## config.mk

```make
export PLATFORM = sky130hd
export DESIGN_NAME = ugpb_quant
export DESIGN_NICKNAME = d
export VERILOG_FILES = /design/src/rtl/core/ugpb_pkg.sv /design/src/rtl/core/ugpb_quant.sv
export SDC_FILE = /design/constraint.sdc
export NUM_CORES = 2
export LEC_CHECK = 0
export BUFFER_PORTS_ARGS = -buffer_cell sky130_fd_sc_hd__buf_2
export CAP_MARGIN = 20
export CORE_AREA = 3 3 341 343
export DETAILED_ROUTE_END_ITERATION = 8
export DIE_AREA = 0 0 344 346
export GPL_TIMING_DRIVEN = 0
export PLACE_DENSITY = 0.7
export SYNTH_ARGS = -nofsm -noshare
export SYNTH_HDL_FRONTEND = slang
export SYNTH_SLANG_ARGS = --single-unit
```

## constraint.sdc

```tcl
create_clock -name clock -period 12.6 [get_ports clock]
set_input_delay 0.63 -clock clock [delete_from_list [all_inputs] [get_ports clock]]
set_output_delay 0.63 -clock clock [all_outputs]
set_load 0.02 [all_outputs]
```

## src/rtl/core/ugpb_pkg.sv

```systemverilog
// ----------------------------------------------------------------------------
// ugpb_pkg
// Shared types and constants of the uniform grid point binning unit.
// ----------------------------------------------------------------------------
package ugpb_pkg;

   // field widths of the request and response words
   localparam int OP_W        = 2;
   localparam int COORD_W     = 24;
   localparam int IDX_OUT_W   = 12;
   localparam int TOTAL_W     = 11;
   localparam int SLOT_W      = 10;
   localparam int FRAC_W      = 16;

   // configuration port
   localparam int CSR_ADDR_W  = 3;
   localparam int CSR_DATA_W  = 32;

   // parameter defaults
   localparam int CELLS_PER_AXIS_DEF = 16;
   localparam int MAX_POINTS_DEF     = 1024;

   // operation codes
   localparam logic [OP_W-1:0] OP_COUNT = 2'd0;
   localparam logic [OP_W-1:0] OP_PLACE = 2'd1;
   localparam logic [OP_W-1:0] OP_CLEAR = 2'd2;

   // register indexes (paddr bit 2)
   localparam logic REG_GRID_MIN   = 1'b0;
   localparam logic REG_CELL_SCALE = 1'b1;

   localparam logic signed [COORD_W-1:0] GRID_MIN_RST   = -24'sd2048;
   localparam logic        [COORD_W-1:0] CELL_SCALE_RST = 24'd256;

   // empty bounding box
   localparam logic signed [COORD_W-1:0] BOX_POS = 24'sh7FFFFF;
   localparam logic signed [COORD_W-1:0] BOX_NEG = 24'sh800000;

   typedef struct packed {
      logic signed [COORD_W-1:0] grid_min;
      logic        [COORD_W-1:0] cell_scale;
   } cfg_type;

endpackage

```

## src/rtl/core/ugpb_quant.sv

```systemverilog
// ----------------------------------------------------------------------------
// ugpb_quant
// Three-lane axis quantiser: offset, Q16 scale multiply (registered), then
// range check and linear cell index.
// ----------------------------------------------------------------------------
module ugpb_quant import ugpb_pkg::*; #(
   parameter int CELLS_PER_AXIS = CELLS_PER_AXIS_DEF,
   localparam int IdxW = $clog2(CELLS_PER_AXIS * CELLS_PER_AXIS * CELLS_PER_AXIS)
) (
   input  logic                      clock,
   input  cfg_type                   cfg,
   input  logic signed [COORD_W-1:0] coord_x,
   input  logic signed [COORD_W-1:0] coord_y,
   input  logic signed [COORD_W-1:0] coord_z,
   output logic                      hit,
   output logic [IdxW-1:0]           cell_index
);

   localparam int QW   = $clog2(CELLS_PER_AXIS);
   localparam int PW   = 2 * COORD_W;
   localparam int CW   = PW - FRAC_W;
   localparam logic [IdxW-1:0] STRIDE_Y = IdxW'(CELLS_PER_AXIS);
   localparam logic [IdxW-1:0] STRIDE_Z = IdxW'(CELLS_PER_AXIS * CELLS_PER_AXIS);

   logic signed [COORD_W-1:0] coord   [3];
   logic signed [COORD_W:0]   diff    [3];
   logic [PW-1:0]             prod_in [3];
   logic [PW-1:0]             prod_ff [3];
   logic                      neg_ff  [3];
   logic [CW-1:0]             quo     [3];
   logic                      axis_ok [3];
   logic [QW-1:0]             q       [3];

   assign coord[0] = coord_x;
   assign coord[1] = coord_y;
   assign coord[2] = coord_z;

   // stage 1: non-negative offsets fit in 24 bits unsigned
   always_comb begin
      for (int i = 0; i < 3; i++) begin
         diff[i]    = {coord[i][COORD_W-1], coord[i]}
                    - {cfg.grid_min[COORD_W-1], cfg.grid_min};
         prod_in[i] = PW'(diff[i][COORD_W-1:0]) * PW'(cfg.cell_scale);
      end
   end

   always_ff @(posedge clock) begin
      for (int i = 0; i < 3; i++) begin
         prod_ff[i] <= prod_in[i];
         neg_ff[i]  <= diff[i][COORD_W];
      end
   end

   // stage 2: floor by dropping the fraction, then range check
   always_comb begin
      for (int i = 0; i < 3; i++) begin
         quo[i]     = prod_ff[i][PW-1:FRAC_W];
         axis_ok[i] = !neg_ff[i] && (quo[i] < CW'(CELLS_PER_AXIS));
         q[i]       = quo[i][QW-1:0];
      end
   end

   assign hit        = axis_ok[0] && axis_ok[1] && axis_ok[2];
   assign cell_index = IdxW'(q[0]) + IdxW'(q[1]) * STRIDE_Y + IdxW'(q[2]) * STRIDE_Z;

endmodule

```

; Word-level counts from Yosys, hierarchy flattened
; Memory sizes are Yosys's and may differ from the RTL's.
; Index checks and enable logic that the tools add are counted.
[word_totals]
regBits = 0
elab_cells = 21
out_inout_bits = 13
ram_bits = 147
in_bits = 121
mem_count = 2
[classes]
multipliers = 3
n_lt_le_gt_ge = 3
add_sub_neg = 5
n_reduce_logical = 8
[memory_table]
columns = name, depth, word_bits, read_ports, rd_ports_with_merged_regs, write_ports, line
row1 = prod_ff, 3, 48, 3, 0, 3, ugpb_quant.sv:28  ; logic [PW-1:0] prod_ff [3];
row2 = neg_ff, 3, 1, 3, 0, 3, ugpb_quant.sv:29  ; logic neg_ff [3];
[ops]
columns = op, n
row1 = multiplier 24 x 24 -> 48 bit, 3
row2 = < comparator 32 x 5 -> 1 bit (second input constant), 3
row3 = subtractor 24 x 24 -> 25 bit, 3
row4 = adder 12 bit, 1
row5 = adder 4 x 8 -> 9 bit, 1
row6 = logical AND 1 bit, 5
row7 = logical NOT 1 bit, 3

; Depth between registers and ports, before layout
[depth]
word_depth = 4
mapped_depth = 41
depth_no_buf = 39

; Least setup slack after synthesis
; OpenSTA, ideal clock, no wires.
[synth_timing]
path_kind = input-to-reg
startpoint = input coord_y[0]
endpoint = memory prod_ff[0][95] (netlist bit)
path_buffers = 2
t_required_ns = 12.480
slack_ns = 3.244
setup_ns = 0.120
cell_stages = 39
t_arrival_ns = 9.237
cell_sequence = inv_1 -> ha_1 -> fa_1 -> nor2b_1 -> o21ai_1 -> a21boi_1 -> o21a_1 -> o21a_1 -> buf_4 -> o2111ai_1 -> a21boi_2 -> o2111ai_2 -> a21oi_1 -> o21ai_1 -> buf_2 -> a2111oi_0 -> fa_1 -> fa_1 -> [3 not listed] -> inv_1 -> fa_1 -> fa_1 -> inv_1 -> fa_1 -> inv_1 -> ha_1 -> a21o_1 -> a21o_1 -> a21o_1 -> a21oi_1 -> inv_1 -> and3_1 -> a211oi_1 -> nor2_1 -> a311oi_1 -> o21ai_1 -> xnor2_1
[synth_lines]
columns = element, line
row1 = start: declaration, ugpb_quant.sv:13  ; input logic signed [COORD_W-1:0] coord_y,
row2 = end: declaration, ugpb_quant.sv:28

==> summary.md <==
| Metric | Value |
|---|---|
| Port Buffers | around 120 |
| Count of cell types in the netlist | 77 |
| Initial core utilization | 54.8% |
| Crit-path max FO | 10 |
| Residual DRC | 0 |
| H-Tree Depth | 3 |
| Filler Cell Count | 10400 |
| CP max-delay cell | xor2_1 |
| Met1 WL | ~95 mm |
| Worst Path Arrival | 12.40 ns |
| CTS tree | built |
| Worst setup SP type | input port |
| Routed via count | about 53000 |
| Most used cell, CP | fa_1 |
| Count leader, synth | inv_1 |
| Setup ws final | 0.551 ns |
| Met2 WL | 104 mm |
| Worst Path Required | 12.95 ns |
| Global-route wire length before repair | approximately 370 mm |
| Syn Area/Cell | 8.71 sq um |
| Largest net degree at the start of global routing | 18 |
| Netlist Area Pre-Place | 62400 sq um |
| Die area | about 120000 sq um |
| Antenna Nets Post-Route | 0 |
| Final hold violations | 0 |
| Mapped Cells | 7157 |
| Leading area contributor after synthesis | fa_1 |
| Max stage delay on crit path | between 0.8 and 0.9 ns |
| Root Driver | clkbuf_16 |
| Cts hold-fix bufs | 0 |
| CTS Buf Count | 9 |
| Via-to-Cell Ratio | 5.94 |
| Synth Register Bits | 99 |
| Syn Nets | 9306 |
| HPWL Detailed | 218 mm |
| Vias in the first global route | 53500 |
| Place WS | 0.0699 ns |
| Wire per inst | slightly below 30 um |
| Clock tree buffer depth | 2 |
| Synth Warn # | 0 |
| Fmax | 83.0 MHz |
| Crit end category | register |
| Total Routing Usage GR | 44.2% |
| Pre-antenna DRT Iters | 8 |
| Total grt overflow | 0 |
| Routability cong. | between 1 and 1.5 |
| Final min period | 12.05 ns |
| Worst-margin pin slew | 1.43 ns |
| Top Layer Used | met5 |
| Worst Hold Launch | coord_z[22] |
| Share of layout cells above drive strength 1 | 4.13% |
| Critical Path Start | cfg[24] |
| Main area contributors after synthesis | fa_1 (46%), ha_1 (12%), inv_1 (10%) |
| Top-area cell type share of the netlist area | 46.4% |
| Antenna violations before repair | 60 |
| Setup TNS Final | 0 ns |
| Postcts setup bufs | 0 |
| Num rows | 124 |
| Status | completed |
| Fin crit share | 95.6% |
| Final core utilization | 58.4% |
| Commonest cells post-synth | inv_1 (1687), fa_1 (1446), nand2_1 (784) |
| Worst hold path class | in2reg |
| RSZ-0062 raised after global routing | no |
| Post-CTS Resized | 0 |
| Final nets | 9524 |
| Slew Viols, Final | 0 |
| Area Growth Syn to Fin | 6.71% |
| DIE HEIGHT | 346 um |
| Sequential element share of the synthesized area | 3.18% |
| Final setup violation count | 0 |
| Post-synth EDFFs | 0 |
| Max Cap Viol | 0 |
| Main synth FF type | dfxtp_1 |
| Async SR Flop Fraction | 0% |
| Boundary Pins | 134 |
| Kind of critical path | in2reg |
| Clock-pin slew on the worst setup and hold paths | 0.09 ns |
| DR iter-0 viols | 6202 |
| CTS Sinks | 99 |
| Die W | 344 um |
| Core Area | 114000 sq um |
| DR WL met3 | 37.1 mm |
| Max-slew headroom | 4.87% |
| WL final | between 200 and 300 mm |
-- final cells by class --
class	instances	area [sq um]	share of cell area (%)
clock inverter	5	67.6	0.102
multi-input combinational	4940	52400	78.8
antenna	61	153	0.229
timing repair buffer	207	1740	2.62
buffer	423	1670	2.52
tap	1512	1890	2.84
clock buffer	11	243	0.365
sequential	99	1980	2.98
inverter	1695	6360	9.56
-- layout by cell type, fill, tap and decap left out, types with 12 or more instances in the layout --
cell type  netlist  layout
a21o_1          61      61
o21ai_1         12      12
buf_2           13     146
xnor2_1         91      89
a2111oi_0       15      14
nor4_1          34      31
nor2b_1         25      25
xor2_1          49      49
and2_1         747     747
o311ai_0        38      38
and3_1          16      16
fa_1          1446    1446
buf_8            0      37
or3_1           15      15
a211oi_1        31      31
inv_1         1687    1687
nor2_1         301     301
o21a_1          19      19
a311oi_1        30      30
nand4_1         33      33
o211ai_1        17      17
nand3_1         59      59
diode_2          0      61
nor3_1         117     113
a21oi_1        142     142
clkbuf_1       383     373
nand2b_1        63      63
o32a_1          14      14
ha_1           582     582
nand2_1        784     784
buf_4           14      32
o21ai_0         61      61
dfxtp_1         99      99
-- sequential cells by signal, summed over array words and instances, names as in the netlist --
signal	count
neg_ff	3
prod_ff	96
-- logic make-up after synthesis --
| family | share of synthesized area (%) |
|---|---|
| AOI/OAI and AO/OA | 6.15 |
| xor gates and xnor gates | 1.97 |
| adders and majority gates | 58.1 |
| buffers and inverters | 12.9 |
| DFF | 3.18 |
| muxes | 0.0482 |
| and+or+nand+nor | 17.7 |
-- layer usage --
metal / GRT usage (%) / up-vias
li1: - / 21900
met5: 0 / -
met2: 60.6 / 3675
met1: 56.8 / 26800
met4: 31.4 / 28
met3: 17.7 / 876
-- final timing paths --
| kind | endpoint | slack, ns | cells after the start |
|---|---|---|---|
| worst max-delay path | prod_ff[0][143] | 0.55 | 38 |
| worst min-delay path | neg_ff[0][2] | 0.68 | 3 |
-- worst max-delay path, delay by kind of cell --
family,cells,cell delay [ns]
compound gates,15,4.35
fa+ha+maj,10,4.32
buf+inv,7,1.38
xor+xnor,2,0.98
simple gates,4,0.71
-- metrics by stage --
step                cells  instance area (sq um)  hold WS [ns]
global placement     8793                  64900          1.11
detailed placement   8862                  65900          1.13
global route         8899                  66400         0.703
finish               8953                  66500         0.681
floorplan            7157                  62400         0.916
CTS                  8878                  66200         0.635
Power is left out: the tool's default activity adds up to more than one toggle a clock period on the data nets, which glitch-free logic cannot reach.
