--- src/rtl/core/ugpb_ram.sv ---
// ----------------------------------------------------------------------------
// ugpb_ram
// Generic simple dual-port RAM, one write port, one registered read port.
// ----------------------------------------------------------------------------
module ugpb_ram #(
   parameter int WIDTH = 8,
   parameter int DEPTH = 16,
   localparam int AddrW = $clog2(DEPTH)
) (
   input  logic             clock,
   input  logic             wr_en,
   input  logic [AddrW-1:0] wr_addr,
   input  logic [WIDTH-1:0] wr_data,
   input  logic             rd_en,
   input  logic [AddrW-1:0] rd_addr,
   output logic [WIDTH-1:0] rd_data
);

   logic [WIDTH-1:0] mem_ff [DEPTH];
   logic [WIDTH-1:0] rd_data_ff;

   always_ff @(posedge clock) begin
      if (wr_en) begin
         mem_ff[wr_addr] <= wr_data;
      end
      if (rd_en) begin
         rd_data_ff <= mem_ff[rd_addr];
      end
   end

   assign rd_data = rd_data_ff;

endmodule

--- config.mk ---
export PLATFORM = sky130hd
export DESIGN_NAME = ugpb_ram
export DESIGN_NICKNAME = d
export VERILOG_FILES = /design/src/rtl/core/ugpb_ram.sv
export SDC_FILE = /design/constraint.sdc
export NUM_CORES = 1
export LEC_CHECK = 0
export BUFFER_PORTS_ARGS = -buffer_cell sky130_fd_sc_hd__clkbuf_2
export CORE_AREA = 2 2 102 104
export DETAILED_ROUTE_END_ITERATION = 7
export DIE_AREA = 0 0 104 106
export GPL_TIMING_DRIVEN = 1
export PLACE_DENSITY = 0.73
export SETUP_SLACK_MARGIN = 0.3
export SLEW_MARGIN = 25
export SYNTH_ARGS = -nofsm -noshare
export SYNTH_HDL_FRONTEND = slang
export SYNTH_SLANG_ARGS = --single-unit
export TNS_END_PERCENT = 20
--- constraint.sdc ---
create_clock -name clock -period 1.75 [get_ports clock]
set_input_delay 0.2625 -clock clock [delete_from_list [all_inputs] [get_ports clock]]
set_output_delay 0.2625 -clock clock [all_outputs]
set_load 0.05 [all_outputs]
* Yosys cells after proc, flatten, opt, wreduce, memory -nomap -nowiden *
Memory sizes are Yosys's and may differ from the RTL's. A register that Yosys moved wholly into a read port is not among the register bits.
Index checks and enable logic that the tools add are counted.

cells by class
  add/subtract/negate cells = 0
  $mul = 0
  divide/modulo/power cells = 0
  $lt $le $gt $ge = 0
  equality and inequality tests = 0
  shifts and indexed selects = 0
  muxes and demuxes = 2
  bitwise operators = 0
  reduce and logical (&&, ||, !) cells = 0

operator list
  cell    count
  $mux 1  2

storage, ports and cells
  flip-flop bits (word level) = 0
  bits in latches = 0
  bits in writable memories = 128
  memory bits (read-only) = 0
  bits of input ports = 19
  output and inout bits = 8
  logic and storage cells = 3
  memories = 1

memories
  memory  words  width  rd ports  clocked after Yosys merged registers in  wr ports  line  source
  mem_ff  16     8      1         1                                        1         19    logic [WIDTH-1:0] mem_ff [DEPTH];

* Logic depth before layout (Yosys ltp) *
Gate-level depths: netlist of the first run.

  depth in word-level cells = 2
  gate-level depth with buffers = 5
  depth with buffers taken out = 3

* Worst setup path after synthesis of the first run *
No wires, ideal clock.

  path type = input to register
  start point = input wr_addr[2]
  end point = memory mem_ff[0][0] (enable)
  setup time = 0.383 ns
  data arrival time = 1.372 ns
  data required time = 1.367 ns
  slack = -0.005 ns
  stages on the path = 2
  buffers on the path = 0
  cells stage by stage = or3b_2 > nor3_1

RTL lines
  item             line  source
  start, declared  12    input logic [AddrW-1:0] wr_addr,
  end, declared    19

No word-level cell before the write port.

* Worst setup path after layout of the first run *
  start point = register rd_data_ff[2] (netlist: rd_data[2]), read port of mem_ff
  end point = output rd_data[2]

RTL lines
  item             line  source
  start, declared  20    logic [WIDTH-1:0] rd_data_ff;
  end, declared    16    output logic [WIDTH-1:0] rd_data

No word-level cell between the ends.

==> results by group, run 1 <==
Run status
  • Status: finished, final reports clean

Yosys
  • Sequential area share after synthesis: approximately four fifths
  • Largest area contributor in the netlist: edfxtp_1
  • Mapped Cells: roughly 230
  • FFs w/ async S/R, synth: 0%
  • Most numerous cell in the Yosys netlist: edfxtp_1
  • Yosys cell types: 18
  • Syn_nets: between 200 and 250
  • Synth area leaders: edfxtp_1 78%, mux4_2 7.8%, mux4_1 7.0%
  • Syn Std Cell Area: 0.00523 mm^2
  • Post-synth EDFFs: 136
  • FF+latch count, synth: 136
  • Commonest cells in the netlist: 136 x edfxtp_1, 18 x mux4_2, 16 x a22oi_1
  • Top cell type's share of synthesized area: 78.1%
  • Syn_area_per_cell: between 20 and 25 um^2
  • Main synth FF type: edfxtp_1
  • YS warnings: 0

Setup path
  • Worst R2R Setup Slack: roughly 0.30 ns
  • Worst-path cell chain: clkbuf_2
  • Critical Path RT: 1.49 ns
  • Worst r2r dst: rd_data[0]
  • CP Launch Type: flop
  • CP peak stage delay: about 0.41 ns
  • Slowest-stage cell, CP: edfxtp_1
  • Worst r2r path cells: 3
  • Critical Path End Type: primary output
  • Reg-to-Reg Start: mem_ff[11][0]
  • Worst Path Buf+Inv: 1
  • Critical Path AT: ~1.2 ns
  • Top delay family on crit path: flip-flops
  • Max FO, Critical Path: 1
  • Worst setup path category: reg2out

GRT
  • Largest net degree at the start of global routing: 20
  • Grt total ovfl: 0
  • First-pass GRT wire length: 15200 um
  • Met3 Resource Use GR: 6.68%
  • Antenna violations before repair: 0
  • Met1 usage: 26.7%
  • Total track usage: about a fifth
  • Vias in the first global route: 2593
  • Gr busiest metal: met2
  • Met2 Use GR: 30.6%

Finish
  • # nets final: 308
  • Non-filler cells, final: approximately 430
  • Layout fillers: between 700 and 800
  • Ant diodes: 0
  • Final Util: a little over 60%
  • Area occupied by multi-input gates: 0.00104 mm^2
  • Area delta synth->final: 18.6%
  • Share of layout cells above drive strength 1: 35.6%
  • Register area: 0.00408 mm^2
  • Design area: 0.00620 mm^2

Timing
  • Final WS setup: 0.294 ns
  • Fin. max-slew vios: 0
  • Crit path time final: 1.46 ns
  • Fmax: 687 MHz
  • Fin Setup TNS: 0 ns
  • RSZ-0062 raised after global routing: true
  • Worst-Margin Slew: 0.450 ns
  • Hold Vio Cnt, Final: 0
  • Final setup vio count: 0
  • Hold slack: 0.161 ns
  • Tcrit/Tclk final: a little over four fifths
  • Post-Route Skew: 0.00620 ns
  • Worst rel slew slack: 70.0%

Power and ir drop
  • P_leak: 2.08 nW
  • PD cells: 1170 mW/mm^2
  • Clock Power Share: 43.1%
  • Switching share of power: 19.5%
  • Reg power frac: 51.1%
  • VDD IR max: 0.000531 V
  • P_sw: 1.41 mW
  • Total power: 7.23 mW
  • P_int: 5.82 mW
  • Logic gate share of total power: about 5.8%

Min path
  • Critical hold path startpoint: rd_en
  • Hold Path Depth: 1
  • Hold Path Sink: rd_data[2]
  • Worst min-delay path class: in2reg

Place
  • Placed Cells: 406
  • Area after DPL: approximately 0.0057 mm^2
  • Hpwl dp: 6160 um
  • Port Buf Inserts: 26
  • Gpl congestion: 0.750
  • DP Worst Slack: -0.0522 ns

Clock network
  • Clk slew on worst S/H paths: about 0.060 ns
  • CTS tree: yes
  • Setup Fix Bufs, Post-CTS: 0
  • Root buffer cell: clkbuf_8
  • CTS H-tree depth: 4
  • Clk sink count: 136
  • Total CTS buffers: 17
  • CTS Buffer Depth: 2
  • Worst skew pair latency: 0.52 ns
  • Count of hold-fix buffers inserted at cts: 0

Routing
  • Drc violations: 0
  • ANT nets after route: 0
  • WL/cell: between 20 and 25 um
  • TritonRoute pass-1 iters: 5
  • DRT iter0 DRCs: around 220
  • Routed WL: approximately 9900 um
  • Vias per inst: 5.70
  • Routed vias: 2474

Die
  • Rows: 37
  • Core area: about 0.01 mm^2
  • Die width: 104 um
  • IO Pins: 27
  • Height of the die: roughly 110 um
  • Initial core utilization: 52.3%
  • Die area: 0.0110 mm^2

Run
  • Maxcap violations: 0
## power groups by stage
stage / clock (mW) / sequential [mW] / combinational (mW)
after floorplan: 0 / 3.81 / 0.200
after global placement: 0 / 3.76 / 0.408
after detailed placement: 0 / 3.76 / 0.415
after CTS: 3.17 / 3.70 / 0.419
after global routing: 3.31 / 3.70 / 0.449
final: 3.12 / 3.70 / 0.418
## cell families (layout without fill, tap and decap cells)
kind of cell / count (synthesis) / after routing / synth area share, %
and+or+nand+nor: 35 / 35 / 3.14
DFF: 136 / 136 / 78.1
AOI/OAI and AO/OA: 16 / 16 / 2.30
buffers and inverters: 10 / 79 / 1.65
muxes: 32 / 32 / 14.8
## worst max path at each step
stage                    start      endpoint  slack [ns]  cells after the start
finish              rd_data[2]    rd_data[2]        0.29                      1
global route        rd_data[2]    rd_data[2]        0.24                      1
CTS                 rd_data[2]    rd_data[2]        0.25                      1
detailed placement  rd_addr[0]    rd_data[2]       -0.05                      6
global placement    rd_addr[0]    rd_data[2]       -0.03                      6
floorplan           wr_addr[2]  mem_ff[3][0]        0.22                      2
## state kept, by name, indices dropped and copies added (netlist names)
register  cells
mem_ff      128
rd_data       8
## layer usage
metal | part of all wire, % | routed length, um
met1 | 41 | 4060
met2 | 51 | 5030
met3 | 6.7 | 664
met4 | 1.6 | 163
met5 | 0 | 0
## final cells by class
cell class / count / area share, %
clock buffers: 22 / 6.98
repair buffers: 51 / 6.34
flip-flops and latches: 136 / 65.9
well taps: 136 / 2.75
clock inverters: 6 / 1.27
multi-input cells: 83 / 16.8
## what timing repair did
action	in CTS	in global routing
setup endpoints to repair	7	10
endpoints found under the hold margin	0	0
resized for setup	1	2
## cell usage in the layout (no fill, tap or decap)
master / n
clkinv_2: 3
edfxtp_1: 136
nand2b_1: 2
or3b_2: 1
nor3_1: 3
and2b_1: 1
clkinv_1: 1
buf_12: 6
nor2b_1: 1
clkbuf_2: 26
nor3_2: 1
nand2_1: 9
bufinv_16: 2
a22oi_2: 3
buf_4: 19
clkbuf_1: 5
mux4_1: 4
nand3_1: 1
clkbuf_8: 1
a22oi_1: 13
clkbuf_16: 16
nand3b_1: 2
nor2_1: 13
and2_1: 1
mux4_2: 28
Power figures use the tool's default switching activity.
==> run 2: changes to the inputs <==
- clock period: 1.75 -> 1.3 ns (I/O delays scaled with it)
==> results by group, run 2 (synthesized netlist as in run 1, its figures left out) <==
Run status
  • Status: finished with violations
  • Failing checks: setup timing

Setup path
  • Critical Path End Type: flop
  • Worst setup path category: reg2reg
  • CP Launch Type: flop
  • Critical Path RT: 1.56 ns
  • Max FO, Critical Path: 1
  • Critical Path AT: around 1.7 ns

Die
  • Die width: 104 um
  • Initial core utilization: 52.3%
  • Core area: 0.0100 mm^2
  • IO Pins: 27
  • Height of the die: 106 um
  • Die area: 0.0110 mm^2
  • Rows: 37

Timing
  • Fin. max-slew vios: 0
  • Worst rel slew slack: 42.6%
  • Final WS setup: -0.123 ns
  • RSZ-0062 raised after global routing: true
  • Fmax: 703 MHz
  • Hold Vio Cnt, Final: 0
  • Worst-Margin Slew: 0.860 ns
  • Crit path time final: 1.42 ns
  • Post-Route Skew: slightly above 0.005 ns
  • Tcrit/Tclk final: 109%
  • Final setup vio count: 11

Finish
  • Layout fillers: roughly 700
  • Final Util: 64.1%
  • Ant diodes: 0
  • Design area: 0.00640 mm^2
  • Register area: 0.00408 mm^2
  • Max reg flops: 128
  • Most common cell after layout, fill and taps aside: edfxtp_1
  • Area occupied by multi-input gates: 0.00108 mm^2
  • Area delta synth->final: 22.5%
  • Most frequent cells in the layout: 136 x edfxtp_1, 32 x mux4_2, 18 x clkbuf_2, 18 x buf_4, 16 x clkbuf_16
  • Share of layout cells above drive strength 1: 41.8%
  • Biggest register: mem_ff
  • # nets final: 310

Routing
  • TritonRoute pass-1 iters: 4
  • Routed vias: 2482
  • Vias per inst: 5.64
  • WL/cell: roughly 23 um
  • ANT nets after route: 0
  • DRT iter0 DRCs: 312
  • Routed WL: 9940 um
  • Drc violations: 0

Power and ir drop
  • Logic gate share of total power: 6.2%
  • Total power: 10.0 mW
  • Reg power frac: around half
  • Switching share of power: between 20% and 30%
  • P_sw: roughly 2.1 mW
  • Clock Power Share: 44.0%
  • VDD IR max: 0.000927 V
  • PD cells: 1560 mW/mm^2
  • P_int: about 7.9 mW
  • P_leak: 2.12 nW

Place
  • Port Buf Inserts: 26
  • Area after DPL: 0.00574 mm^2
  • Gpl congestion: 0.757
  • Hpwl dp: 6290 um

GRT
  • Largest net degree at the start of global routing: 23
  • First-pass GRT wire length: 15400 um
  • Grt total ovfl: 0
  • Antenna violations before repair: 0
  • Total track usage: 19.7%
  • Vias in the first global route: 2566

Clock network
  • Worst skew pair latency: 0.51 ns
  • Root buffer cell: clkbuf_8
  • CTS Buffer Depth: 2
  • Setup Fix Bufs, Post-CTS: 0
  • Clk sink count: 136
  • Clk slew on worst S/H paths: 0.06 ns
  • Total CTS buffers: 17
  • CTS H-tree depth: 4
  • CTS tree: yes

Min path
  • Worst min-delay path class: in2reg

Run
  • Maxcap violations: 0
-- run 2: path summary, 6_finish.rpt --
kind,cells after the start,slack [ns],end,start
setup reg to reg,3,-0.12,rd_data[1],mem_ff[11][1]
setup / recovery,3,-0.12,rd_data[1],mem_ff[11][1]
hold / removal,1,0.09,rd_data[4],rd_en
hold reg to reg,3,0.76,rd_data[2],mem_ff[6][2]
-- run 2: through the flow --
step / worst slack [ns] / setup TNS, ns / hold WS (ns) / std cells
3_5_place_dp: -0.493 / -6.48 / 0.604 / 408
2_1_floorplan: -0.0954 / -2.37 / 0.294 / 229
3_3_place_gp: -0.483 / -5.61 / 0.611 / 408
5_1_grt: -0.187 / -1.36 / 0.0810 / 440
6_report: -0.123 / -0.798 / 0.0874 / 440
4_1_cts: -0.149 / -1.00 / 0.0731 / 440
-- run 2: layout make-up --
class | instances | share of cell area [%]
Multi-Input combinational cell | 83 | 16.9
Clock buffer | 17 | 6.47
Timing Repair Buffer | 53 | 8.11
Sequential cell | 136 | 63.8
Tap cell | 136 | 2.66
Clock inverter | 15 | 2.13
-- run 2: worst max-delay path, stage by stage (launching register included) --
cell	delay, ns
edfxtp_1	0.41
mux4_2	0.51
a22oi_2	0.20
nand2_1	0.06
-- run 2: layer usage --
layer / vias to the layer above / part of all wire [%] / track usage (%) / wire length (um)
li1: 1090 / - / - / -
met1: 1274 / 39 / 26.6 / 3890
met2: 114 / 53 / 31.8 / 5280
met3: 4 / 7.1 / 5.15 / 703
met4: 0 / 0.78 / 6.76 / 78
met5: - / 0 / 0 / 0
-- run 2: timing repair --
action / in CTS / in global routing
setup endpoints to repair: 16 / 16
hold buffers: 0 / 0
gates resized for setup: 22 / 7
cloned: 0 / 0
pin swaps: 0 / 1
-- run 2: power by group through the flow --
stage / Sequential (mW) / Combinational [mW] / Clock, mW
finish: 4.98 / 0.621 / 4.41
detailed placement: 5.06 / 0.572 / 0
global placement: 5.06 / 0.561 / 0
floorplan: 5.13 / 0.278 / 0
global route: 4.98 / 0.665 / 4.65
CTS: 4.98 / 0.618 / 4.45
