## src/rtl/core/ugpb_pkg.sv

```systemverilog
// ----------------------------------------------------------------------------
// ugpb_pkg
// Shared types and constants of the uniform grid point binning unit.
// ----------------------------------------------------------------------------
package ugpb_pkg;

   // field widths of the request and response words
   localparam int OP_W        = 2;
   localparam int COORD_W     = 24;
   localparam int IDX_OUT_W   = 12;
   localparam int TOTAL_W     = 11;
   localparam int SLOT_W      = 10;
   localparam int FRAC_W      = 16;

   // configuration port
   localparam int CSR_ADDR_W  = 3;
   localparam int CSR_DATA_W  = 32;

   // parameter defaults
   localparam int CELLS_PER_AXIS_DEF = 16;
   localparam int MAX_POINTS_DEF     = 1024;

   // operation codes
   localparam logic [OP_W-1:0] OP_COUNT = 2'd0;
   localparam logic [OP_W-1:0] OP_PLACE = 2'd1;
   localparam logic [OP_W-1:0] OP_CLEAR = 2'd2;

   // register indexes (paddr bit 2)
   localparam logic REG_GRID_MIN   = 1'b0;
   localparam logic REG_CELL_SCALE = 1'b1;

   localparam logic signed [COORD_W-1:0] GRID_MIN_RST   = -24'sd2048;
   localparam logic        [COORD_W-1:0] CELL_SCALE_RST = 24'd256;

   // empty bounding box
   localparam logic signed [COORD_W-1:0] BOX_POS = 24'sh7FFFFF;
   localparam logic signed [COORD_W-1:0] BOX_NEG = 24'sh800000;

   typedef struct packed {
      logic signed [COORD_W-1:0] grid_min;
      logic        [COORD_W-1:0] cell_scale;
   } cfg_type;

endpackage

```

## src/rtl/core/ugpb_csr.sv

```systemverilog
// ----------------------------------------------------------------------------
// ugpb_csr
// APB-style register file: grid lower corner and Q16 cell scale.
// ----------------------------------------------------------------------------
module ugpb_csr import ugpb_pkg::*; (
   input  logic                  clock,
   input  logic                  reset,
   input  logic                  psel,
   input  logic                  penable,
   input  logic                  pwrite,
   input  logic [CSR_ADDR_W-1:0] paddr,
   input  logic [CSR_DATA_W-1:0] pwdata,
   output logic [CSR_DATA_W-1:0] prdata,
   output logic                  pready,
   output cfg_type               cfg
);

   cfg_type cfg_ff;
   logic    wr_go;

   assign pready = 1'b1;
   assign wr_go  = psel && penable && pwrite;

   always_ff @(posedge clock) begin
      if (reset) begin
         cfg_ff.grid_min   <= GRID_MIN_RST;
         cfg_ff.cell_scale <= CELL_SCALE_RST;
      end else if (wr_go) begin
         case (paddr[2])
            REG_GRID_MIN:   cfg_ff.grid_min   <= pwdata[COORD_W-1:0];
            REG_CELL_SCALE: cfg_ff.cell_scale <= pwdata[COORD_W-1:0];
            default: ;
         endcase
      end
   end

   always_comb begin
      case (paddr[2])
         REG_GRID_MIN:   prdata = CSR_DATA_W'(unsigned'(cfg_ff.grid_min));
         REG_CELL_SCALE: prdata = CSR_DATA_W'(cfg_ff.cell_scale);
         default:        prdata = '0;
      endcase
   end

   assign cfg = cfg_ff;

endmodule

```

## config.mk

```make
export PLATFORM = sky130hd
export DESIGN_NAME = ugpb_csr
export DESIGN_NICKNAME = d
export VERILOG_FILES = /design/src/rtl/core/ugpb_pkg.sv /design/src/rtl/core/ugpb_csr.sv
export SDC_FILE = /design/constraint.sdc
export NUM_CORES = 1
export LEC_CHECK = 0
export BUFFER_PORTS_ARGS = -buffer_cell sky130_fd_sc_hd__buf_2
export CORE_MARGIN = 2
export CORE_UTILIZATION = 46
export DETAILED_ROUTE_END_ITERATION = 7
export PLACE_DENSITY = 0.81
export SYNTH_ARGS = -nofsm -noshare
export SYNTH_HDL_FRONTEND = slang
export SYNTH_SLANG_ARGS = --single-unit
```

## constraint.sdc

```tcl
create_clock -name clock -period 1.15 [get_ports clock]
set_input_delay 0.115 -clock clock [delete_from_list [all_inputs] [get_ports clock]]
set_output_delay 0.115 -clock clock [all_outputs]
set_load 0.005 [all_outputs]
```

After elaboration in Yosys (flattened, before gate mapping)

Index checks and enable logic that the tools add are counted.

Bits in registers: 48
Bits in latches: 0
Bits in writable memories: 0
Memory bits (read-only): 0
Bits of input ports: 40
Output and inout bits: 81
Logic and storage cells: 8
Memories: 0

Add/sub/neg operators: 0
Multiply operators: 0
Div/mod/pow operators: 0
Magnitude comparators: 0
Equal/unequal tests: 0
Shift operators: 0
Multiplexer cells: 1
Bitwise logic cells: 1
Reductions and logical operators: 4

Operator list:

| cell                | count |
|---|---|
| $pmux W32 S2        | 1 |
| $reduce_and A2 Y1   | 2 |
| $logic_and A1 B1 Y1 | 2 |
| $not A1 Y1          | 1 |

Longest topological paths before layout

Gate-level depths: netlist of the first run.

Depth in word-level cells: 3
Mapped depth: 5
Gate-level depth less buffers: 2

Worst setup path before layout of the first run

OpenSTA, ideal clock, no wires.

Kind: input-to-reg
Start: in paddr[2]
End: reg cfg_ff, in the netlist cfg[24]
Setup time: 0.072 ns
Data arrival time: 0.912 ns
Slack: 0.167 ns
Stages on the path: 5
Path buffers: 3
Cell sequence: buf_6 and4b_1 buf_6 buf_8 mux2i_1

Word-level cells in the longest chain between the ends: 2

Ends and longest elaborated chain:

| element                     | RTL line       | RTL |
|---|---|---|
| from (decl)                 | ugpb_csr.sv:11 | `input logic [CSR_ADDR_W-1:0] paddr,` |
| $not A1 Y1                  | -              |  |
| $reduce_and A2 Y1 (no line) | -              |  |
| to (decl)                   | ugpb_csr.sv:18 | `cfg_type cfg_ff;` |

No other way between the ends.
A chain may end at the register's enable or synchronous reset.

Worst setup path in the final report of the first run

Start: reg cfg_ff, in the netlist cfg[5]
End: out prdata[5]

Word-level cells in the longest chain between the ends: 1

Ends and longest elaborated chain:

| element      | RTL line       | RTL |
|---|---|---|
| $pmux W32 S2 | ugpb_csr.sv:38 | `case (paddr[2])` |
| to (decl)    | ugpb_csr.sv:13 | `output logic [CSR_DATA_W-1:0] prdata,` |

No other way between the ends. The select of a mux whose other input is x is not followed.

==> run summary, run 1 <==
Using the TritonRoute via totals, the vias-per-cell ratio works out to 4.648. After detailed routing, the number of remaining DRC violations is 0. STA puts the critical path data required time at 1.03 ns. Sequential elements use 40.02% of the synthesized area. The post-layout worst setup margin is -0.01037 ns. The worst setup path is of the reg2out kind.

The final critical path takes up 100.9% of the cycle. The logs give 1,716 for the number of global-route vias before repair and 238 for the gate count of the mapped netlist. The mean post-synth cell area is 10.09 um^2. Critical path launch point type: a flop. Global routing used 16.60% of the available tracks across all layers. The count of antenna diodes in the layout was 0. Leaving out fill and tap cells, the most frequent cell in the layout is sky130_fd_sc_hd__buf_2. The total overflow reported by the global router was 0; the largest stage delay on the critical path was 0.35 ns.

The tightest min-delay check is of the in2reg type. The filler cell count in the final layout is 434, and the via total after detailed routing is 1,901. Clock latency reported for the late side of the worst-skew pair: 0.30 ns. The detailed-routing iteration count for the pre-antenna-repair pass was 4. Timing analysis after detailed placement gives a worst setup slack of 0.07133 ns.

The endpoint identified for the worst register-to-register timing path is cfg[38]. In the layout the commonest cells are sky130_fd_sc_hd__buf_2, sky130_fd_sc_hd__nand2b_1, sky130_fd_sc_hd__mux2i_1. Count of state elements after synthesis: 48. The count of endpoints failing hold in the final timing report was 0; the count of max-cap constraint violations was 0. Setup repair after global routing could not meet its margin everywhere. Across the routed clock network, the largest skew measured is 0 ns. The tools report the worst reg2reg path startpoint as cfg[38]. The start point of the critical path was cfg[5]. The starting density of the core is 47.31%. The horizontal die dimension is 76.25 um. The run gives -0.01037 ns as the sum of negative setup slack. The detail-routed net length per standard cell is 12.51 um. For the total standard cell area after synthesis, the log shows 2401 um^2. No sink is reached through more buffers than the 2 on the longest clock path. The height of the die works out to 76.25 um.

Summed over all layers, the routed wires come to 5118 um. Clock tree synthesis inserted a total of 5 buffers. The run finished, with violations left. The worst setup path is captured at an output port. Final period demand of the worst path: 1.160 ns.

The largest individual stage delay along the critical path comes from the cell sky130_fd_sc_hd__dfxtp_2. For this design, the sink count on the clock tree is 48. The count of cells along the worst register-to-register path is 3, and the initial antenna violation count is 0. The tools report the setup slack of the most critical reg-to-reg path as 0.42 ns. Entering global routing, the biggest net connects 87 pins. The final-report setup violation count was 1. At the end of routability-driven placement, the weighted congestion stood at 0.6982.

met2 is the most crowded layer. Summing internal, switching and leakage power gives 3.205 mW. Clock tree synthesis selected as its root buffer the cell sky130_fd_sc_hd__clkbuf_8.

For the area inside the core boundary, the log shows 5075 um^2. The static leakage was 1.501 nW; the core utilization of the finished layout was 63.44%. The remaining antenna violation count after routing came out at 0. The final reports fail on negative setup slack. Yosys printed 0 warnings. The worst-case IR drop observed on VDD is 0.0006330 V.

The tools report the maximum clock frequency as 861.8 MHz. The share of post-route cells with drive strength above 1 came out at 53.69%. Input and output buffers added on the ports amount to 101. The number of H-tree levels came out at 2. TritonCTS built the clock tree. The timing endpoint of the critical path is prdata[5]. The die covers 5813 um^2.

After clock tree synthesis, the clock-pin slew on the worst setup and hold paths is 0.10 ns. Global routing usage on met1: 20.86%. The cell area power density is 995.4 nW/um^2, and the wire length of the first global-routing pass is 7997 um. The number of max-slew violations in the final report was 0. For this design, the CTS-stage hold fixing added 0 buffers. The tools report the critical hold path startpoint as pwdata[15].

The top-level port count was 121. The tools report the count of distinct cell types in the synthesized netlist as 14. After legalization and detailed placement, the total HPWL measured 3330 um. The final layout contains 378 nets. After the first detailed-routing iteration, the DRC count stood at 54. Relative to the synthesized area, the layout overhead comes to 34.08%.

After floorplanning, the core was divided into 26 placement rows. Data on the critical path arrives at its endpoint at 1.05 ns. For met2 alone, demand over resource in global routing was 28.23%. The register with the most flip-flops in the layout has 48 of them.

Maximum fanout encountered on the critical timing path: 3. Global routing consumed, on the met3 layer, 3.673% of the routing resources. The critical path goes through mux2_2 -> buf_2.
## metal layers
metal,vias to the layer above,share of wire (%)
met2,71,50
met3,5,5.8
met1,862,44
met5,-,0
met4,0,1.0
li1,963,-
## kinds of logic after synthesis
kind of cell	Yosys count	share of synthesized area (%)
DFF	48	40.02
other	2	0.3128
muxes	72	31.27
and+or+nand+nor	89	20.53
buffers and inverters	27	7.868
## layout make-up
class	instances	area [um^2]	area share (%)
well taps	70	87.58	2.721
flip-flops and latches	48	1008	31.33
repair buffers	113	708.2	22.00
clock inverters	2	16.27	0.5052
clock buffers	6	72.57	2.254
multi-input cells	170	1326	41.20
## worst min-delay path by stage
stage                   end  slack, ns  cells after the start
floorplan           cfg[11]       0.27                      2
global route        cfg[12]       0.07                      3
global placement    cfg[45]       0.39                      3
CTS                 cfg[15]       0.07                      3
finish              cfg[15]       0.08                      3
detailed placement  cfg[18]       0.40                      3
## timing repair
action | 4_1_cts | 5_1_grt
setup endpoints to repair | 0 | 22
setup buffers | 0 | 6
resized for setup | 0 | 61
## cells in the mapped netlist
cell type	number	area share, %
sky130_fd_sc_hd__buf_6	3	1.4
sky130_fd_sc_hd__buf_2	7	1.5
sky130_fd_sc_hd__and4b_1	1	0.42
sky130_fd_sc_hd__clkbuf_1	6	0.94
sky130_fd_sc_hd__buf_4	9	2.8
sky130_fd_sc_hd__conb_1	2	0.31
sky130_fd_sc_hd__mux2i_1	48	20
sky130_fd_sc_hd__nor2_1	28	4.4
sky130_fd_sc_hd__buf_8	2	1.3
sky130_fd_sc_hd__and4_1	1	0.36
sky130_fd_sc_hd__dfxtp_1	48	40
sky130_fd_sc_hd__mux2_2	24	11
sky130_fd_sc_hd__nand2b_1	58	15
sky130_fd_sc_hd__nand4_1	1	0.26
## power breakdown
group,switching [mW],total [mW],internal (mW)
clock network,0.567,1.00,0.433
registers,0.0269,1.73,1.70
logic,0.199,0.475,0.276
## metrics by stage
stage	instance area (um^2)	hold slack [ns]	cells
floorplan	2427	0.2703	245
global placement	2927	0.3899	395
detailed placement	2927	0.3994	395
CTS	3015	0.06904	403
global route	3219	0.07345	409
finish	3219	0.07827	409
## worst max-delay path: cells and delay by family (launching register included)
kind	cells	cell delay, ns
flops	1	0.35
mux	1	0.27
buf+inv	1	0.13
(Power assumes the default switching activity.)
==> run 2: changes to the inputs <==
--- a/config.mk
+++ b/config.mk
@@ -9,6 +9,7 @@
 export CORE_MARGIN = 2
 export CORE_UTILIZATION = 46
 export DETAILED_ROUTE_END_ITERATION = 7
+export MAX_ROUTING_LAYER = met4
 export PLACE_DENSITY = 0.81
 export SYNTH_ARGS = -nofsm -noshare
 export SYNTH_HDL_FRONTEND = slang
==> run summary, run 2 (synthesis results as in run 1) <==
The flow ran to the end, and the final reports show no timing, DRC or antenna violations. The met1 wire length came out at 2268 um. The library cell used most frequently in the layout, excluding fill and tap cells, is sky130_fd_sc_hd__buf_2. In this run the power density over the cells is 995.1 nW/um^2. For this configuration, the core starts out at a cell density of 47.31%. The internal power component came out at 2.412 mW. Number of buffers and inverters on the critical path: 1. The start-to-end type of the worst setup path was reg2out.

Along the worst path, the maximum fanout reaches 3. For this design the total switching power over the nets is 0.7914 mW. The worst-case IR drop observed on VDD is 0.0006281 V.

The placed instances occupy a cell area of 2927 um^2. In the detailed route, the total length drawn on met3 is 283 um. Global routing finished with a remaining overflow of 0.

The endpoint identified for the worst register-to-register timing path is cfg[38]. The endpoint kind of the worst setup timing path was an output port. Instance count along the most critical hold path: 3. The worst register-to-register path begins at cfg[38]. After detailed routing, no signal wire sits above met4.

After layout, the design draws a total of 3.204 mW. The final critical path takes up 99.81% of the cycle. The setup slack at placement is 0.07133 ns, and the post-layout worst setup margin is 0.002202 ns. The run gives 51 as the iteration-0 DRC count of the detailed router. The all-layer global routing usage was 17.07%; the largest stage delay on the critical path was 0.34 ns. Worst hold margin: 0.07719 ns.

The maximum number of buffers from clock root to sink came out at 2. The wire length of the first global-routing pass came out at 8004 um. The logs give 0 for the initial antenna violation count and 26 for the number of rows created at floorplan. Buffers inserted during clock tree synthesis total 5. Clock-pin slew was measured on the worst setup and hold paths at 0.09 ns.

The maximum clock frequency came out at 871.2 MHz. Setup repair after global routing could not meet its margin everywhere. The final layout contains 378 nets. The tool flagged a number of max-cap violations equal to 0.

The library cells used most frequently in the layout, excluding fill and tap cells, are sky130_fd_sc_hd__buf_2, sky130_fd_sc_hd__nand2b_1, sky130_fd_sc_hd__mux2i_1. Summed over all layers, the routed wires come to 5097 um. The tools report the count of antenna diodes in the layout as 0.

The height of the die was 76.25 um; the routed via count divided by cell count was 4.653. Area inside the core boundary: 5075 um^2. Entering global routing, the biggest net connects 87 pins.

The clock network accounts for 31.2% of the total power. The static leakage came out at 1.501 nW. TritonCTS built the clock tree.

The die is 76.25 um wide. The slowest stage of the critical path is the sky130_fd_sc_hd__dfxtp_2 cell. Summing all multi-input logic gate instances after layout gives 1326 um^2. The post-route netlist has 53.69% of its cells at a drive strength greater than 1.

For the worst endpoint required time, the log shows 1.03 ns. The path with the worst hold slack has its endpoint at cfg[13]. The tree is rooted in a sky130_fd_sc_hd__clkbuf_8. At the later pin of the worst-skew pair, clock insertion delay measures 0.30 ns. The sequential cell area in the final layout is 1008 um^2, and the number of H-tree levels is 2.

The tools report the number of remaining DRC errors as 0. The clock period could shrink to 1.148 ns. After filler insertion, the fill cell instance count of the layout stands at 433.

The detailed placer's ending HPWL was 3330 um; the detail-routed net length per standard cell was 12.46 um. In this design, the largest share of critical-path delay is due to flip-flops. The via total after detailed routing is 1,903, and the number of clock sinks is 48. The number of flip-flops under the largest register name was 48.

Sequential cells burn 54.0% of the power. The final standard cell area without fillers is 3219 um^2, and the placer's final routability congestion estimate is 0.7059. After clock tree synthesis, the flow added hold-fix buffers numbering 0. Data on the critical path arrives at its endpoint at 1.03 ns. The count of cells along the worst register-to-register path was 3; the maximum clock skew at final layout was 0 ns.

The share of total power dissipated in combinational logic is 14.8%. STA classifies the critical path startpoint as a flop. For the number of max-slew violations in the final report, the log shows 0. The count of nets left with antenna violations once routing finished came out at 0.

For the detailed-routing iteration count for the pre-antenna-repair pass, the log shows 4. The floorplan step defined a die boundary enclosing 5813 um^2. In this run the worst hold path is classified as in2reg. The count of endpoints failing hold in the final timing report came out at 0. In this run the tool buffered the top-level ports with 101 buffer cells. Detailed routing placed a total of 2494 um of wire on met2.

Setup violations remaining at the end of the flow were counted as 0. The tools report the critical hold path startpoint as pwdata[13]. For the setup slack of the most critical reg-to-reg path, the log shows 0.41 ns. The critical path goes through mux2_4 -> buf_2. 121 I/O pins were placed. The share of total power consumed by net switching is 24.70%, and the number of global-route vias before repair is 1,713. Cells fill 63.44% of the core in the end.

Compared with the post-synthesis result, the final layout area differs by 34.08%.
[run 2: how the worst max path moves through the flow]
stage	start	to	slack, ns	depth (start not counted)
finish	cfg[38]	prdata[14]	0.002	2
global route	cfg[38]	prdata[14]	-0.03	2
CTS	cfg[5]	prdata[5]	0.003	2
detailed placement	paddr[2]	cfg[34]	0.07	4
global placement	paddr[2]	cfg[31]	0.11	4
floorplan	paddr[2]	cfg[24]	0.17	5
[run 2: metrics by stage]
step | setup TNS, ns | std cells
finish | 0 | 409
CTS | 0 | 403
detailed placement | 0 | 395
global route | -0.2511 | 409
global placement | 0 | 395
floorplan | 0 | 245
[run 2: tightest hold or removal path: stages]
cell	delay, ns
sky130_fd_sc_hd__buf_2	0.11
sky130_fd_sc_hd__nand2b_1	0.06
sky130_fd_sc_hd__mux2i_1	0.06
[run 2: layer usage]
layer / global-route usage, % / vias to the layer above
met5: - / -
met4: 5.455 / 0
met3: 3.199 / 5
met2: 28.23 / 71
met1: 21.16 / 864
li1: - / 963
[run 2: what timing repair did]
item / CTS / global route
setup endpoints to repair: 0 / 22
setup buffers: 0 / 6
resized for setup: 0 / 61
[run 2: power groups by stage]
stage	clock, mW	sequential (mW)	combinational (mW)
after global placement	0	1.76	0.409
after floorplan	0	1.76	0.270
after global routing	1.09	1.74	0.520
after detailed placement	0	1.76	0.418
after CTS	1.04	1.72	0.419
final	0.999	1.73	0.476
[run 2: cell type report]
class / instances / area share, %
Timing Repair Buffer: 113 / 22.00
Clock inverter: 2 / 0.5052
Clock buffer: 6 / 2.254
Tap cell: 70 / 2.721
Sequential cell: 48 / 31.33
Multi-Input combinational cell: 170 / 41.20
